==> src/rtl/bcg_pkg.sv <==
// bcg_pkg: field widths, outcome and kind codes, and the control/status
// structs shared by the buffer cache cells and the top level
// depends on nothing
`timescale 1ns / 1ps

package bcg_pkg;

    localparam int DEV_W = 8;
    localparam int BLK_W = 32;
    localparam int OUT_W = 3;
    localparam int IDX_W = 4;

    localparam logic KIND_GET     = 1'b0;
    localparam logic KIND_RELEASE = 1'b1;

    localparam logic [OUT_W-1:0] OUT_HIT      = 3'd0;
    localparam logic [OUT_W-1:0] OUT_MISS     = 3'd1;
    localparam logic [OUT_W-1:0] OUT_BUSY     = 3'd2;
    localparam logic [OUT_W-1:0] OUT_NOFREE   = 3'd3;
    localparam logic [OUT_W-1:0] OUT_RELEASED = 3'd4;
    localparam logic [OUT_W-1:0] OUT_REL_ERR  = 3'd5;

    typedef struct packed {
        logic write_tag;
        logic set_lock;
        logic clr_lock;
    } t_tag_ctl;

    typedef struct packed {
        logic match;
        logic locked;
    } t_tag_sts;

    typedef struct packed {
        logic drop;
        logic append;
    } t_list_ctl;

endpackage

==> src/rtl/bcg_if.sv <==
// bcg_req_if and bcg_rsp_if: valid/ready channels for requests and results
// depends on bcg_pkg
`timescale 1ns / 1ps

interface bcg_req_if;
    import bcg_pkg::*;
    logic             valid;
    logic             ready;
    logic             kind;
    logic [DEV_W-1:0] device;
    logic [BLK_W-1:0] blkno;

    modport source (output valid, kind, device, blkno, input ready);
    modport sink (input valid, kind, device, blkno, output ready);
endinterface

interface bcg_rsp_if;
    import bcg_pkg::*;
    logic             valid;
    logic             ready;
    logic [OUT_W-1:0] outcome;
    logic [IDX_W-1:0] buffer_index;

    modport source (output valid, outcome, buffer_index, input ready);
    modport sink (input valid, outcome, buffer_index, output ready);
endinterface

==> src/rtl/bcg_tag_cell.sv <==
// bcg_tag_cell: one buffer's tag, valid bit and lock bit with its tag compare
// depends on bcg_pkg
`timescale 1ns / 1ps

module bcg_tag_cell (
    input  logic                       i_clk,
    input  logic                       i_rst_n,
    input  logic                       i_capture,
    input  logic [bcg_pkg::DEV_W-1:0]  i_cmp_device,
    input  logic [bcg_pkg::BLK_W-1:0]  i_cmp_block,
    input  logic [bcg_pkg::DEV_W-1:0]  i_wr_device,
    input  logic [bcg_pkg::BLK_W-1:0]  i_wr_block,
    input  bcg_pkg::t_tag_ctl          i_ctl,
    output bcg_pkg::t_tag_sts          o_sts
);
    import bcg_pkg::*;

    logic             r_valid;
    logic             r_locked;
    logic             r_match;
    logic [DEV_W-1:0] r_device;
    logic [BLK_W-1:0] r_block;

    always_ff @(posedge i_clk) begin
        if (!i_rst_n) begin
            r_valid  <= 1'b0;
            r_locked <= 1'b0;
            r_match  <= 1'b0;
        end else begin
            if (i_capture) begin
                r_match <= r_valid && (r_device == i_cmp_device) && (r_block == i_cmp_block);
            end
            if (i_ctl.write_tag) begin
                r_valid <= 1'b1;
            end
            if (i_ctl.set_lock) begin
                r_locked <= 1'b1;
            end else if (i_ctl.clr_lock) begin
                r_locked <= 1'b0;
            end
        end
    end

    always_ff @(posedge i_clk) begin
        if (i_ctl.write_tag) begin
            r_device <= i_wr_device;
            r_block  <= i_wr_block;
        end
    end

    assign o_sts.match  = r_match;
    assign o_sts.locked = r_locked;

endmodule

==> src/rtl/bcg_list_cell.sv <==
// bcg_list_cell: one position of the free list; closes gaps by taking its
// right neighbor's entry and appends where the occupied run ends
// depends on bcg_pkg
`timescale 1ns / 1ps

module bcg_list_cell #(
    parameter int IW    = 4,
    parameter int INDEX = 0
) (
    input  logic               i_clk,
    input  logic               i_rst_n,
    input  bcg_pkg::t_list_ctl i_ctl,
    input  logic [IW-1:0]      i_key,
    input  logic [IW-1:0]      i_next_entry,
    input  logic               i_next_occ,
    input  logic               i_prev_occ,
    input  logic               i_shift_in,
    output logic [IW-1:0]      o_entry,
    output logic               o_occ,
    output logic               o_shift
);
    import bcg_pkg::*;

    logic [IW-1:0] r_entry;
    logic          r_occ;

    // shift from here on once the dropped entry has been passed
    assign o_shift = i_shift_in || (r_occ && (r_entry == i_key));

    always_ff @(posedge i_clk) begin
        if (!i_rst_n) begin
            r_entry <= IW'(INDEX);
            r_occ   <= 1'b1;
        end else if (i_ctl.drop && o_shift) begin
            r_entry <= i_next_entry;
            r_occ   <= i_next_occ;
        end else if (i_ctl.append && !r_occ && i_prev_occ) begin
            r_entry <= i_key;
            r_occ   <= 1'b1;
        end
    end

    assign o_entry = r_entry;
    assign o_occ   = r_occ;

endmodule

==> src/rtl/buffer_cache_getblk_lru.sv <==
// buffer_cache_getblk_lru: buffer cache lookup with a least-recently-released
// free list; top level with control, result register and assertions
// depends on bcg_pkg, bcg_if, bcg_tag_cell, bcg_list_cell
//
// usage
//   i_req carries a request: kind (get or release), device, blkno.
//   o_rsp returns one result per request: outcome and buffer_index.
//   a request is handled in order: the accept edge registers the tag
//   compare in each tag cell, then the edge on which the result register
//   is free updates locks, tags and the free-list cell chain, loads the
//   result register and raises o_rsp.valid. i_req.ready is high again once
//   that update is done, so no new request enters while one is in progress.
//   if the receiver stalls with a result still held, the block accepts one
//   more request and holds its update until the result register is taken.
//   reset clears all valid and lock bits, empties the result register and
//   loads the free list with buffers 0 to BUFFERS-1 in order.
`timescale 1ns / 1ps

module buffer_cache_getblk_lru #(
    parameter int BUFFERS = 16
) (
    input  logic       i_clk,
    input  logic       i_rst_n,
    bcg_req_if.sink    i_req,
    bcg_rsp_if.source  o_rsp
);
    import bcg_pkg::*;

    localparam int IW = (BUFFERS > 1) ? $clog2(BUFFERS) : 1;

    localparam logic S_IDLE = 1'b0;
    localparam logic S_EXEC = 1'b1;

    logic             r_state;
    logic             r_kind;
    logic [DEV_W-1:0] r_device;
    logic [BLK_W-1:0] r_block;
    logic             r_out_valid;
    logic [OUT_W-1:0] r_outcome;
    logic [IDX_W-1:0] r_index;

    logic             n_state;
    logic [OUT_W-1:0] n_outcome;
    logic [IDX_W-1:0] n_index;

    t_tag_sts         w_sts [BUFFERS];
    t_tag_ctl         w_tag_ctl [BUFFERS];
    logic [IW-1:0]    w_entry [BUFFERS];
    logic [BUFFERS-1:0] w_occ;
    logic [BUFFERS-1:0] w_shift;
    logic [BUFFERS-1:0] w_match_vec;
    logic [BUFFERS-1:0] w_locked_vec;
    t_list_ctl        w_list_ctl;

    logic             w_accept;
    logic             w_go;
    logic             w_hit;
    logic             w_hit_locked;
    logic [IW-1:0]    w_hit_idx;
    logic [IW-1:0]    w_head;
    logic [IW-1:0]    w_key;
    logic             w_do_hit;
    logic             w_do_miss;
    logic             w_do_rel;
    logic [IW+3:0]    w_idx_wide;

    assign w_accept    = i_req.valid && i_req.ready;
    assign i_req.ready = (r_state == S_IDLE);
    assign w_go        = (r_state == S_EXEC) && (!r_out_valid || o_rsp.ready);

    always_comb begin
        w_hit_idx    = '0;
        w_hit        = 1'b0;
        w_hit_locked = 1'b0;
        for (int i = 0; i < BUFFERS; i++) begin
            w_match_vec[i]  = w_sts[i].match;
            w_locked_vec[i] = w_sts[i].locked;
            if (w_sts[i].match) begin
                w_hit_idx    = w_hit_idx | IW'(i);
                w_hit        = 1'b1;
                w_hit_locked = w_hit_locked | w_sts[i].locked;
            end
        end
    end

    assign w_head = w_entry[0];

    always_comb begin
        w_do_hit  = 1'b0;
        w_do_miss = 1'b0;
        w_do_rel  = 1'b0;
        n_outcome = OUT_REL_ERR;
        w_key     = w_hit_idx;
        unique case (r_kind)
            KIND_GET: begin
                if (w_hit && w_hit_locked) begin
                    n_outcome = OUT_BUSY;
                end else if (w_hit) begin
                    n_outcome = OUT_HIT;
                    w_do_hit  = 1'b1;
                end else if (w_occ[0]) begin
                    n_outcome = OUT_MISS;
                    w_do_miss = 1'b1;
                    w_key     = w_head;
                end else begin
                    n_outcome = OUT_NOFREE;
                end
            end
            KIND_RELEASE: begin
                if (w_hit && w_hit_locked && !w_occ[BUFFERS-1]) begin
                    n_outcome = OUT_RELEASED;
                    w_do_rel  = 1'b1;
                end else begin
                    n_outcome = OUT_REL_ERR;
                end
            end
            default: n_outcome = OUT_REL_ERR;
        endcase
        w_idx_wide = {4'b0000, w_key};
        if (n_outcome == OUT_NOFREE || n_outcome == OUT_REL_ERR) begin
            n_index = '0;
        end else begin
            n_index = w_idx_wide[IDX_W-1:0];
        end
    end

    assign w_list_ctl.drop   = w_go && (w_do_hit || w_do_miss);
    assign w_list_ctl.append = w_go && w_do_rel;

    always_comb begin
        n_state = r_state;
        unique case (r_state)
            S_IDLE: if (w_accept) n_state = S_EXEC;
            S_EXEC: if (w_go) n_state = S_IDLE;
            default: n_state = S_IDLE;
        endcase
    end

    always_ff @(posedge i_clk) begin
        if (!i_rst_n) begin
            r_state     <= S_IDLE;
            r_out_valid <= 1'b0;
        end else begin
            r_state <= n_state;
            if (w_go) begin
                r_out_valid <= 1'b1;
            end else if (o_rsp.ready) begin
                r_out_valid <= 1'b0;
            end
        end
    end

    always_ff @(posedge i_clk) begin
        if (w_accept) begin
            r_kind   <= i_req.kind;
            r_device <= i_req.device;
            r_block  <= i_req.blkno;
        end
        if (w_go) begin
            r_outcome <= n_outcome;
            r_index   <= n_index;
        end
    end

    assign o_rsp.valid        = r_out_valid;
    assign o_rsp.outcome      = r_outcome;
    assign o_rsp.buffer_index = r_index;

    for (genvar k = 0; k < BUFFERS; k++) begin : g_cell
        localparam logic [IW-1:0] KIDX = IW'(k);

        assign w_tag_ctl[k].write_tag = w_go && w_do_miss && (w_head == KIDX);
        assign w_tag_ctl[k].set_lock  = w_go && ((w_do_hit && w_sts[k].match) ||
                                                 (w_do_miss && (w_head == KIDX)));
        assign w_tag_ctl[k].clr_lock  = w_go && w_do_rel && w_sts[k].match;

        bcg_tag_cell u_tag (
            .i_clk        (i_clk),
            .i_rst_n      (i_rst_n),
            .i_capture    (w_accept),
            .i_cmp_device (i_req.device),
            .i_cmp_block  (i_req.blkno),
            .i_wr_device  (r_device),
            .i_wr_block   (r_block),
            .i_ctl        (w_tag_ctl[k]),
            .o_sts        (w_sts[k])
        );

        logic [IW-1:0] w_next_entry;
        logic          w_next_occ;
        logic          w_prev_occ;
        logic          w_shift_in;

        if (k == BUFFERS - 1) begin : g_last
            assign w_next_entry = '0;
            assign w_next_occ   = 1'b0;
        end else begin : g_mid
            assign w_next_entry = w_entry[k+1];
            assign w_next_occ   = w_occ[k+1];
        end
        if (k == 0) begin : g_first
            assign w_prev_occ = 1'b1;
            assign w_shift_in = 1'b0;
        end else begin : g_rest
            assign w_prev_occ = w_occ[k-1];
            assign w_shift_in = w_shift[k-1];
        end

        bcg_list_cell #(
            .IW    (IW),
            .INDEX (k)
        ) u_list (
            .i_clk        (i_clk),
            .i_rst_n      (i_rst_n),
            .i_ctl        (w_list_ctl),
            .i_key        (w_key),
            .i_next_entry (w_next_entry),
            .i_next_occ   (w_next_occ),
            .i_prev_occ   (w_prev_occ),
            .i_shift_in   (w_shift_in),
            .o_entry      (w_entry[k]),
            .o_occ        (w_occ[k]),
            .o_shift      (w_shift[k])
        );
    end

    // every buffer is either locked or on the free list
    a_lock_plus_free: assert property (@(posedge i_clk) disable iff (!i_rst_n)
        ($countones(w_locked_vec) + $countones(w_occ)) == BUFFERS)
        else $error("locked and free buffers do not add up to the pool");

    a_single_match: assert property (@(posedge i_clk) disable iff (!i_rst_n)
        $countones(w_match_vec) <= 1)
        else $error("more than one tag matches");

    a_one_in_flight: assert property (@(posedge i_clk) disable iff (!i_rst_n)
        w_accept |=> !i_req.ready)
        else $error("request accepted while another is in progress");

    a_hold_on_stall: assert property (@(posedge i_clk) disable iff (!i_rst_n)
        (r_out_valid && !o_rsp.ready && r_state == S_EXEC) |=> $stable(r_outcome))
        else $error("result changed while stalled");

endmodule
==> src/flat_wrapper.sv <==
// flat-port wrapper written by rule: the top's interface ports become plain ports
module buffer_cache_getblk_lru_flat import bcg_pkg::*;
#(
    parameter int BUFFERS = 16
)
  (i_clk, i_rst_n, i_req_valid, i_req_kind, i_req_device, i_req_blkno, i_req_ready, o_rsp_valid, o_rsp_outcome, o_rsp_buffer_index, o_rsp_ready);
  bcg_req_if i_req_i ();
  bcg_rsp_if o_rsp_i ();
  input  logic i_clk;
  input  logic i_rst_n;
  input wire logic [$bits(i_req_i.valid)-1:0] i_req_valid;
  input wire logic [$bits(i_req_i.kind)-1:0] i_req_kind;
  input wire logic [$bits(i_req_i.device)-1:0] i_req_device;
  input wire logic [$bits(i_req_i.blkno)-1:0] i_req_blkno;
  output wire logic [$bits(i_req_i.ready)-1:0] i_req_ready;
  output wire logic [$bits(o_rsp_i.valid)-1:0] o_rsp_valid;
  output wire logic [$bits(o_rsp_i.outcome)-1:0] o_rsp_outcome;
  output wire logic [$bits(o_rsp_i.buffer_index)-1:0] o_rsp_buffer_index;
  input wire logic [$bits(o_rsp_i.ready)-1:0] o_rsp_ready;
  assign i_req_i.valid = i_req_valid;
  assign i_req_i.kind = i_req_kind;
  assign i_req_i.device = i_req_device;
  assign i_req_i.blkno = i_req_blkno;
  assign i_req_ready = i_req_i.ready;
  assign o_rsp_valid = o_rsp_i.valid;
  assign o_rsp_outcome = o_rsp_i.outcome;
  assign o_rsp_buffer_index = o_rsp_i.buffer_index;
  assign o_rsp_i.ready = o_rsp_ready;
  buffer_cache_getblk_lru #(.BUFFERS(BUFFERS)) u_core (.i_clk(i_clk), .i_rst_n(i_rst_n), .i_req(i_req_i), .o_rsp(o_rsp_i));
endmodule
==> config.mk <==
export PLATFORM = sky130hd
export DESIGN_NAME = buffer_cache_getblk_lru_flat
export DESIGN_NICKNAME = d
export VERILOG_FILES = /design/src/rtl/bcg_pkg.sv /design/src/rtl/bcg_if.sv /design/src/rtl/bcg_tag_cell.sv /design/src/rtl/bcg_list_cell.sv /design/src/rtl/buffer_cache_getblk_lru.sv /design/src/flat_wrapper.sv
export SDC_FILE = /design/constraint.sdc
export NUM_CORES = 1
export LEC_CHECK = 0
export ABC_CLOCK_PERIOD_IN_PS = 8350
export BUFFER_PORTS_ARGS = -buffer_cell sky130_fd_sc_hd__buf_4
export CELL_PAD_IN_SITES_DETAIL_PLACEMENT = 1
export CELL_PAD_IN_SITES_GLOBAL_PLACEMENT = 1
export CORE_ASPECT_RATIO = 1.75
export CORE_UTILIZATION = 45
export CTS_BUF_LIST = sky130_fd_sc_hd__clkbuf_8 sky130_fd_sc_hd__clkbuf_16
export CTS_CLUSTER_SIZE = 30
export DETAILED_ROUTE_END_ITERATION = 8
export GPL_TIMING_DRIVEN = 0
export PLACE_DENSITY = 0.75
export SLEW_MARGIN = 20
export SYNTH_ARGS = -nofsm -noshare
export SYNTH_HDL_FRONTEND = slang
export SYNTH_HIERARCHICAL = 1
export SYNTH_SLANG_ARGS = --single-unit
==> constraint.sdc <==
create_clock -name i_clk -period 8.35 [get_ports i_clk]
set_clock_uncertainty 0.1 [all_clocks]
set_input_delay 1.67 -clock i_clk [delete_from_list [all_inputs] [get_ports i_clk]]
set_output_delay 1.67 -clock i_clk [all_outputs]
set_load 0.01 [all_outputs]
### Yosys cells after proc, flatten, opt, wreduce, memory -nomap -nowiden

Index checks and enable logic that the tools add are counted.

| word-level totals | value |
|---|---|
| input bits | 45 |
| output and inout bits | 9 |
| flip-flop bits (word level) | 818 |

| cells by class | value |
|---|---|
| bitwise logic cells | 17 |
| eq/ne operators | 65 |
| multiplexer cells | 166 |
| reductions and logical operators | 267 |

Operators with widths:

| cell | number |
|---|---|
| == test 32 bit | 16 |
| logical AND 1 bit | 182 |
| 2-to-1 mux 4 bit | 44 |
| == test 8 bit | 16 |
| 2-to-1 mux 1 bit | 111 |
| nonzero test 2 bit | 33 |
| == test 4 bit | 16 |
| logical OR 1 bit | 34 |
| == test 4 bit (second input constant) | 8 |
| 2-to-1 mux 3 bit | 6 |
| logical NOT 1 bit | 17 |
| == test 4 x 3 -> 1 bit (second input constant) | 4 |
| bitwise OR 1 bit | 15 |
| == test 4 x 2 -> 1 bit (second input constant) | 2 |
| 2-to-1 mux 2 bit | 3 |
| one-hot mux 3 bit (2 select lines) | 1 |
| == test 4 x 1 -> 1 bit (second input constant) | 1 |
| logical NOT 4 bit | 1 |
| == test 3 x 2 -> 1 bit (second input constant) | 1 |
| == test 3 bit (second input constant) | 1 |
| NOT 1 bit | 2 |
| one-hot mux 1 bit (2 select lines) | 1 |

### Logic depth before layout (Yosys ltp)

Gate-level depths: netlist of run 1.

| logic depth | value |
|---|---|
| depth after elaboration | 53 |
| gate-level depth with buffers | 27 |
| mapped depth without buffers | 26 |

### By module

Netlist of run 1, hierarchy kept.

Modules (own cells, without submodules):

| module | instances | cells each | area each (um^2) | sequential area each (um^2) |
|---|---|---|---|---|
| bcg_tag_cell | 16 | 113 | 1794.2 | 1261.2 |
| bcg_list_cell (u_core.g_cell[10].u_list ...) | 6 | 50 | 419.2 | 100.1 |
| buffer_cache_getblk_lru | 1 | 188 | 2324.7 | 1481.4 |
| bcg_list_cell (u_core.g_cell[11].u_list ...) | 4 | 48 | 417.9 | 100.1 |
| bcg_list_cell (u_core.g_cell[1].u_list ...) | 4 | 47 | 405.4 | 100.1 |
| bcg_list_cell (u_core.g_cell[0].u_list) | 1 | 46 | 414.1 | 100.1 |
| bcg_list_cell (u_core.g_cell[15].u_list) | 1 | 49 | 390.4 | 100.1 |

### Least setup slack after synthesis of run 1

Ideal clock, no wire load.

| path | value |
|---|---|
| kind | register to register |
| from | register u_core.g_cell[7].u_tag.r_match |
| to | register u_core.g_cell[15].u_list.r_entry[0] |
| cell stages (with the launch flop) | 28 |
| arrival | 6.430 ns |
| library setup time | 0.238 ns |
| clock period less this slack | 6.768 ns |
| path buffers | 1 |
| setup slack | 1.582 ns |
| required time | 8.012 ns |
| path through | dfxtp_1 -> buf_4 -> nor4_2 -> nand4_2 -> nor2_2 -> nand2_1 -> nand3_1 -> xnor2_2 -> nand3_2 -> o21bai_2 -> o21bai_2 -> o21bai_2 -> o21bai_2 -> o21bai_2 -> o21bai_2 -> o21bai_2 -> o21bai_2 -> o21bai_2 -> o21bai_2 -> o21bai_2 -> o21bai_2 -> o21bai_2 -> o21bai_2 -> o21bai_2 -> nand2_1 -> o2111ai_1 -> a21oi_1 -> a41oi_1 |

| between the ends | value |
|---|---|
| cells in the longest elaborated chain, start to end | 39 |
| elaborated cells between the ends (all ways) | 105 |
| those cells by class | eq/ne (16); mux (41); bitwise (8); reduce/logical (40) |

RTL lines:

| element | RTL line | source |
|---|---|---|
| start, declared | bcg_tag_cell.sv:20 | `logic r_match;` |
| start signal, assigned | bcg_tag_cell.sv:31 | `r_match <= r_valid && (r_device == i_cmp_device) && (r_block == i_cmp_block);` |
| 2-to-1 mux 1 bit | buffer_cache_getblk_lru.sv:78 | `if (w_sts[i].match) begin` |
| bitwise OR 1 bit | buffer_cache_getblk_lru.sv:81 | `w_hit_locked = w_hit_locked \| w_sts[i].locked;` |
| 2-to-1 mux 1 bit | buffer_cache_getblk_lru.sv:78 |  |
| bitwise OR 1 bit | buffer_cache_getblk_lru.sv:81 |  |
| 2-to-1 mux 1 bit | buffer_cache_getblk_lru.sv:78 |  |
| bitwise OR 1 bit | buffer_cache_getblk_lru.sv:81 |  |
| 2-to-1 mux 1 bit | buffer_cache_getblk_lru.sv:78 |  |
| bitwise OR 1 bit | buffer_cache_getblk_lru.sv:81 |  |
| (+12 left out) | -- |  |
| net u_core.w_key[1] | buffer_cache_getblk_lru.sv:61 | `logic [IW-1:0] w_key;` |
| (+2 left out) | -- |  |
| net u_core.g_cell[1].w_shift_in | buffer_cache_getblk_lru.sv:192 | `logic w_shift_in;` |
| (+1 left out) | -- |  |
| net u_core.g_cell[2].w_shift_in | buffer_cache_getblk_lru.sv:192 |  |
| (+1 left out) | -- |  |
| net u_core.g_cell[3].w_shift_in | buffer_cache_getblk_lru.sv:192 |  |
| (+1 left out) | -- |  |
| net u_core.g_cell[4].w_shift_in | buffer_cache_getblk_lru.sv:192 |  |
| (+1 left out) | -- |  |
| net u_core.g_cell[5].w_shift_in | buffer_cache_getblk_lru.sv:192 |  |
| (+1 left out) | -- |  |
| net u_core.g_cell[6].w_shift_in | buffer_cache_getblk_lru.sv:192 |  |
| (+1 left out) | -- |  |
| net u_core.g_cell[7].w_shift_in | buffer_cache_getblk_lru.sv:192 |  |
| (+1 left out) | -- |  |
| net u_core.g_cell[8].w_shift_in | buffer_cache_getblk_lru.sv:192 |  |
| (+1 left out) | -- |  |
| net u_core.g_cell[9].w_shift_in | buffer_cache_getblk_lru.sv:192 |  |
| (+1 left out) | -- |  |
| net u_core.g_cell[10].w_shift_in | buffer_cache_getblk_lru.sv:192 |  |
| (+1 left out) | -- |  |
| net u_core.g_cell[11].w_shift_in | buffer_cache_getblk_lru.sv:192 |  |
| (+1 left out) | -- |  |
| net u_core.g_cell[12].w_shift_in | buffer_cache_getblk_lru.sv:192 |  |
| (+1 left out) | -- |  |
| net u_core.g_cell[13].w_shift_in | buffer_cache_getblk_lru.sv:192 |  |
| logical OR 1 bit * | bcg_list_cell.sv:28 | `assign o_shift = i_shift_in \|\| (r_occ && (r_entry == i_key));` |
| net u_core.g_cell[14].w_shift_in | buffer_cache_getblk_lru.sv:192 |  |
| logical OR 1 bit * | bcg_list_cell.sv:28 |  |
| net u_core.g_cell[15].w_shift_in | buffer_cache_getblk_lru.sv:192 |  |
| logical OR 1 bit * | bcg_list_cell.sv:28 |  |
| logical AND 1 bit * | bcg_list_cell.sv:34 | `end else if (i_ctl.drop && o_shift) begin` |
| 2-to-1 mux 4 bit / nonzero test 2 bit (equally long branches) | -- |  |
| end signal, assigned | bcg_list_cell.sv:32 | `r_entry <= IW'(INDEX);` |
| end signal, assigned | bcg_list_cell.sv:35 | `r_entry <= i_next_entry;` |
| end signal, assigned | bcg_list_cell.sv:38 | `r_entry <= i_key;` |
| end, declared | bcg_list_cell.sv:24 | `logic [IW-1:0] r_entry;` |

The timed path passes the listed nets; every way through them passes the cells marked *. The select of a mux whose other input is x is not followed.
A chain may end at the register's enable or synchronous reset.

### Final worst setup path of run 1

| path | value |
|---|---|
| from | register u_core.g_cell[7].u_tag.r_match |
| to | register u_core.g_cell[15].u_list.r_entry[1] |

The elaborated chain is that of the path after synthesis.

==> metrics, run 1 <==
Tightest Hold Check Type=register to register; Initial Utilization=45.34%; met3 Track Usage GR=3.503%; number of DRC markers in iteration 0=1505; Num Clock Sinks=818; Psw=1.991 mW; Setup TNS=0 ns; Die ar.=84860 µm²; area grow syn2layout=14.04%; total power=8.687 mW; GRT met1 Usage=26.80%; max-cap check violation count=0; commonest register cell after synthesis=edfxtp_1; met2 usage=47.50%; initial antenna violation count=1; Reg-to-Reg Start=u_core/g_cell[7].u_tag/r_match; hold path depth=1; WL final=108100 µm; fin crit share=95.37%; FP Rows=140; logic gate share of total power=5.6%; total track usage=25.64%; Crit path arrival time=8.40 ns; Synth area leaders=edfxtp_1 (55%), xnor2_1 (7.5%), dfxtp_1 (6.9%), xor2_1 (5.6%), nand4_1 (1.9%); layout cells sized above 1=15.49%; count leader, synth=edfxtp_1; CTS tree=yes; vias per cell=5.883; Core Footprint=83030 µm²; Final Setup Violations=0; IO Count=54; DR WL/cell=26.49 µm; H-tree Lvls=3; Setup CP Type=register to register; Post-Layout Cell Count=4079; drt drc=2; vias=24000; top cells by count, synth=edfxtp_1 (688), xnor2_1 (322), xor2_1 (240); post-route antenna net violation count=0; reg2reg end=u_core/g_cell[15].u_list/o_entry[1]; drt pass-1 iters=9; Sw Share=22.92%; violations in the final reports=DRC; Int Power=6.696 mW; dominant cell type by area after synthesis=edfxtp_1; grt peak-use layer=met2; Die Y=384.6 µm; outcome=complete, but fails checks; Mapped Cells=2771; fin. max-slew vios=0; EDFF count, synth=688; Hold Worst Slack=0.3693 ns; Worst slew margin=28.19%; clk buf depth=3; CTS Buf Count=78; critical hold path startpoint=u_core/g_cell[0].u_tag/r_valid; crit path capture type=register; Final Hold Fails=0; sequential share of the synthesized area=61.79%; largest net degree at the start of global routing=115; Clock transition at path regs=0.07 ns; Die W=220.6 µm; synth warn=6; Max IR drop VDD=0.2735 mV; Leak=14.89 nW; Yosys reg bits=818; count of different cell masters after synthesis=65; clock root buffer=clkbuf_16; RSZ-0062 raised after global routing=no; measured slew at the worst slew-check pin=1.077 ns; reg2reg path depth=27; dpl cells=3934; critical path fanouts, max=32; Max Freq=0.1256 GHz; IO buf count=53; hold path endpoint=u_core/g_cell[0].u_tag/r_valid; Final Critical Period=7.963 ns; CP Launch Type=register; total gr overflow=0; Final Util=51.70%; syn_area_per_cell=13.59 µm²; vias in the first global route=26210; gpl congestion=0.8695; clock share of power=41.8%; postcts setup bufs=0; Post-CTS Resized=0; Nets=2994; ys async rst share=0%; P per Cell Area=202.3 nW/µm²; R2R Setup Slk=0.39 ns; Clk Latency, worst-skew pair=0.67 ns; post-synth top area share=54.88%; Hold-fix buffers, CTS=0; Seq pwr share=52.6%; n_diodes=0; Mapped Area=37640 µm²; post-DP HPWL=70230 µm; CP required=8.78 ns; global-route wire length before repair=159400 µm
## cell type report
| class | count | area (µm²) |
|---|---|---|
| Buffer | 81 | 588.1 |
| Clock buffer | 83 | 2066 |
| Clock inverter | 62 | 540.5 |
| Fill cell | 8249 | 40100 |
| Inverter | 227 | 852.1 |
| Multi-Input combinational cell | 1653 | 13150 |
| Sequential cell | 818 | 23260 |
| Tap cell | 1065 | 1333 |
| Timing Repair Buffer | 90 | 1144 |
## routing by layer
metal | routed length (µm) | part of all wire, %
met1 | 38020 | 35
met2 | 58420 | 54
met3 | 4601 | 4.3
met4 | 7008 | 6.5
met5 | 12 | 0.011
## state kept, by name, indices dropped and copies added, names as in the netlist, 4 cells and up
signal                        flops
u_core/r_device                   8
u_core/g_cell.u_tag/r_locked     16
u_core/g_cell.u_tag/r_block     512
u_core/g_cell.u_tag/r_valid      16
u_core/o_rsp.buffer_index         4
u_core/r_block                   32
u_core/g_cell.u_list/o_occ       16
u_core/g_cell.u_tag/r_device    128
u_core/g_cell.u_tag/r_match      16
u_core/g_cell.u_list/o_entry     64
## cell usage in the layout (no fill, tap or decap), types with 32 or more instances in the layout
cell type	instances
xor2_1	240
a41o_1	32
buf_4	87
nand2_1	99
a2bb2oi_1	32
mux2i_1	32
edfxtp_1	688
o22ai_1	48
inv_1	180
nand4b_1	32
inv_2	65
nand4_1	114
nor2b_1	33
nor3_1	48
clkbuf_16	82
nor4_1	81
dfxtp_1	130
xnor2_1	322
o21a_1	36
o32ai_1	32
## worst max-delay path, stage by stage, from the launching register on
cell and delay, ns:
dfxtp_1 0.32, buf_4 0.16, nor4_2 0.56, nand4_2 0.36, nor2_2 0.28, nand2_1 0.15
nand3_4 0.61, xnor2_2 0.11, nand3_2 0.16, o21bai_2 0.13, o21bai_2 0.29, o21bai_2 0.31
o21bai_2 0.31, o21bai_2 0.31, o21bai_2 0.30, o21bai_2 0.29, o21bai_2 0.31, o21bai_2 0.30
o21bai_2 0.29, o21bai_2 0.29, o21bai_2 0.30, o21bai_2 0.31, o21bai_2 0.30, o21bai_2 0.30
nand2_1 0.23, o2111ai_1 0.16, a21oi_1 0.19, a41oi_1 0.06
## worst max-delay path by stage
stage,start,endpoint,slack [ns],cells past startpoint
3_5_place_dp,u_core/g_cell[7].u_tag/r_match,u_core/g_cell[15].u_list/o_entry[2],0.23,26
3_3_place_gp,i_req_valid,u_core/g_cell[11].u_tag/r_match,-1.23,6
6_report,u_core/g_cell[7].u_tag/r_match,u_core/g_cell[15].u_list/o_entry[1],0.39,27
4_1_cts,u_core/g_cell[7].u_tag/r_match,u_core/g_cell[15].u_list/o_entry[2],0.19,26
5_1_grt,u_core/g_cell[7].u_tag/r_match,u_core/g_cell[15].u_list/o_entry[2],0.02,27
2_1_floorplan,u_core/g_cell[7].u_tag/r_match,u_core/g_cell[15].u_list/o_entry[0],1.58,27
## metrics by stage
stage / area, µm² / setup WS, ns
finish: 42930 / 0.3866
global route: 42930 / 0.02336
CTS: 42930 / 0.1949
detailed placement: 40320 / 0.2311
global placement: 39410 / -1.226
floorplan: 37670 / 1.582
## cells by family after synthesis
| logic type | share of synthesized area [%] |
|---|---|
| compound gates | 9.090 |
| xor+xnor | 13.68 |
| mux | 0.8808 |
| other cells | 0.01995 |
| buf+inv | 3.826 |
| flops | 61.79 |
| simple gates | 10.71 |
## power by group through the flow
stage	clock, mW	sequential, mW	combinational, mW
after global routing	3.82	4.57	0.525
final	3.63	4.57	0.489
after CTS	3.70	4.57	0.492
after detailed placement	0	4.66	0.486
after global placement	0	4.66	0.450
after floorplan	0	4.60	0.270
No activity file was read; power rests on OpenSTA's default activity.
==> run 2: changes to the inputs <==
Settings changed: CORE_MARGIN set to 8.
==> metrics, run 2 (synthesized netlist as in run 1, its figures left out) <==
Clock transition at path regs=0.06 ns; critical path fanouts, max=17; FILL cells=8164; Core Footprint=83030 µm²; outcome=completed; CP top delay family=compound AO/OA/AOI/OAI gates; Final Setup Violations=0; Nets=2990; cell mode on critical path=o21bai_2; hold path depth=1; n_diodes=0; max reg flops=512; Die W=234.6 µm; P per Cell Area=201.9 nW/µm²; Final Util=51.58%; number of DRC markers in iteration 0=1530; CP max-delay cell=nor4_2; Reg with most FFs=u_core/g_cell.u_tag/r_block; IO Count=54; DP Area=40270 µm²; Crit path arrival time=8.33 ns; post-route antenna net violation count=0; drt drc=0; Post-CTS Resized=0; largest net degree at the start of global routing=115; initial antenna violation count=0; H-tree Lvls=3; area grow syn2layout=13.77%; CTS tree=yes; Die ar.=93530 µm²; total track usage=22.54%; Reg-to-Reg Start=u_core/g_cell[7].u_tag/r_match; commonest non-fill, non-tap cell in the layout=edfxtp_1; vias per cell=5.894; WL final=107400 µm; Initial Utilization=45.34%; R2R Setup Slk=0.43 ns; CP required=8.75 ns; gpl congestion=0.8315; most frequent cells in the layout=edfxtp_1 (688), xnor2_1 (322), xor2_1 (240); Hold-fix buffers, CTS=0; global-route wire length before repair=160700 µm; reg2reg path depth=28; Max IR drop VDD=0.1963 mV; DR WL/cell=26.37 µm; layout cells sized above 1=15.36%; critical hold path startpoint=u_core/g_cell[8].u_tag/r_valid; FP Rows=140; Max Freq=0.1262 GHz; RSZ-0062 raised after global routing=no; CP Depth=28; total gr overflow=0; fin crit share=94.88%; crit path capture type=register; Num Clock Sinks=818; Tightest Hold Check Type=register to register; reg2reg end=u_core/g_cell[15].u_list/o_entry[2]; drt pass-1 iters=5; CP Launch Type=register; IO buf count=53; measured slew at the worst slew-check pin=1.103 ns; fin. max-slew vios=0; Worst Path Buf+Inv=3; clock root buffer=clkbuf_16; postcts setup bufs=0; Leak=14.80 nW; CTS Buf Count=77; post-DP HPWL=70290 µm; hold path endpoint=u_core/g_cell[8].u_tag/r_valid; max-cap check violation count=0; post-route cell area=42830 µm²; Setup CP Type=register to register; area of the multi-input gates=13140 µm²; slowest cell delay on critical path=0.56 ns; Final Hold Fails=0; Die Y=398.6 µm; Sequential Area=23260 µm²; Clk Latency, worst-skew pair=0.67 ns; vias=24010; clk buf depth=3; vias in the first global route=26170; Final Critical Period=7.923 ns; Worst slew margin=25.81%
-- run 2: how the worst max path moves through the flow --
stage	to	from
2_1_floorplan	u_core/g_cell[15].u_list/o_entry[0]	u_core/g_cell[7].u_tag/r_match
3_3_place_gp	u_core/g_cell[9].u_tag/r_match	i_req_valid
3_5_place_dp	u_core/g_cell[15].u_list/o_entry[2]	u_core/g_cell[7].u_tag/r_match
4_1_cts	u_core/g_cell[15].u_list/o_entry[2]	u_core/g_cell[7].u_tag/r_match
5_1_grt	u_core/g_cell[15].u_list/o_entry[2]	u_core/g_cell[7].u_tag/r_match
6_report	u_core/g_cell[15].u_list/o_entry[2]	u_core/g_cell[7].u_tag/r_match
-- run 2: metal layers --
| layer | GRT usage, % | part of all wire, % |
|---|---|---|
| met1 | 23.01 | 36 |
| met2 | 42.96 | 54 |
| met4 | 13.78 | 6.6 |
| met5 | 0 | 0 |
| met3 | 3.239 | 3.8 |
-- run 2: layout make-up --
| class | count | area share (%) |
|---|---|---|
| Tap cell | 1065 | 3.111 |
| Clock inverter | 62 | 1.315 |
| Buffer | 81 | 1.373 |
| Sequential cell | 818 | 54.31 |
| Clock buffer | 80 | 4.648 |
| Multi-Input combinational cell | 1653 | 30.68 |
| Timing Repair Buffer | 87 | 2.571 |
| Inverter | 227 | 1.989 |
-- run 2: power by group --
part	internal (mW)	switching, mW	total, mW
logic	0.178	0.315	0.493
registers	4.47	0.0969	4.57
clock network	2.02	1.57	3.59
-- run 2: metrics by stage --
| step | instances | setup TNS, ns | setup WS (ns) | total power [mW] | hold WS, ns |
|---|---|---|---|---|---|
| 3_5_place_dp | 3931 | 0 | 0.3282 | 5.146 | 0.3629 |
| 3_3_place_gp | 3897 | -69.36 | -1.095 | 5.107 | 0.3483 |
| 4_1_cts | 4073 | 0 | 0.3149 | 8.722 | 0.3784 |
| 2_1_floorplan | 2779 | 0 | 1.582 | 4.874 | 0.3413 |
| 5_1_grt | 4073 | 0 | 0.07647 | 8.888 | 0.4012 |
| 6_report | 4073 | 0 | 0.4271 | 8.649 | 0.3776 |
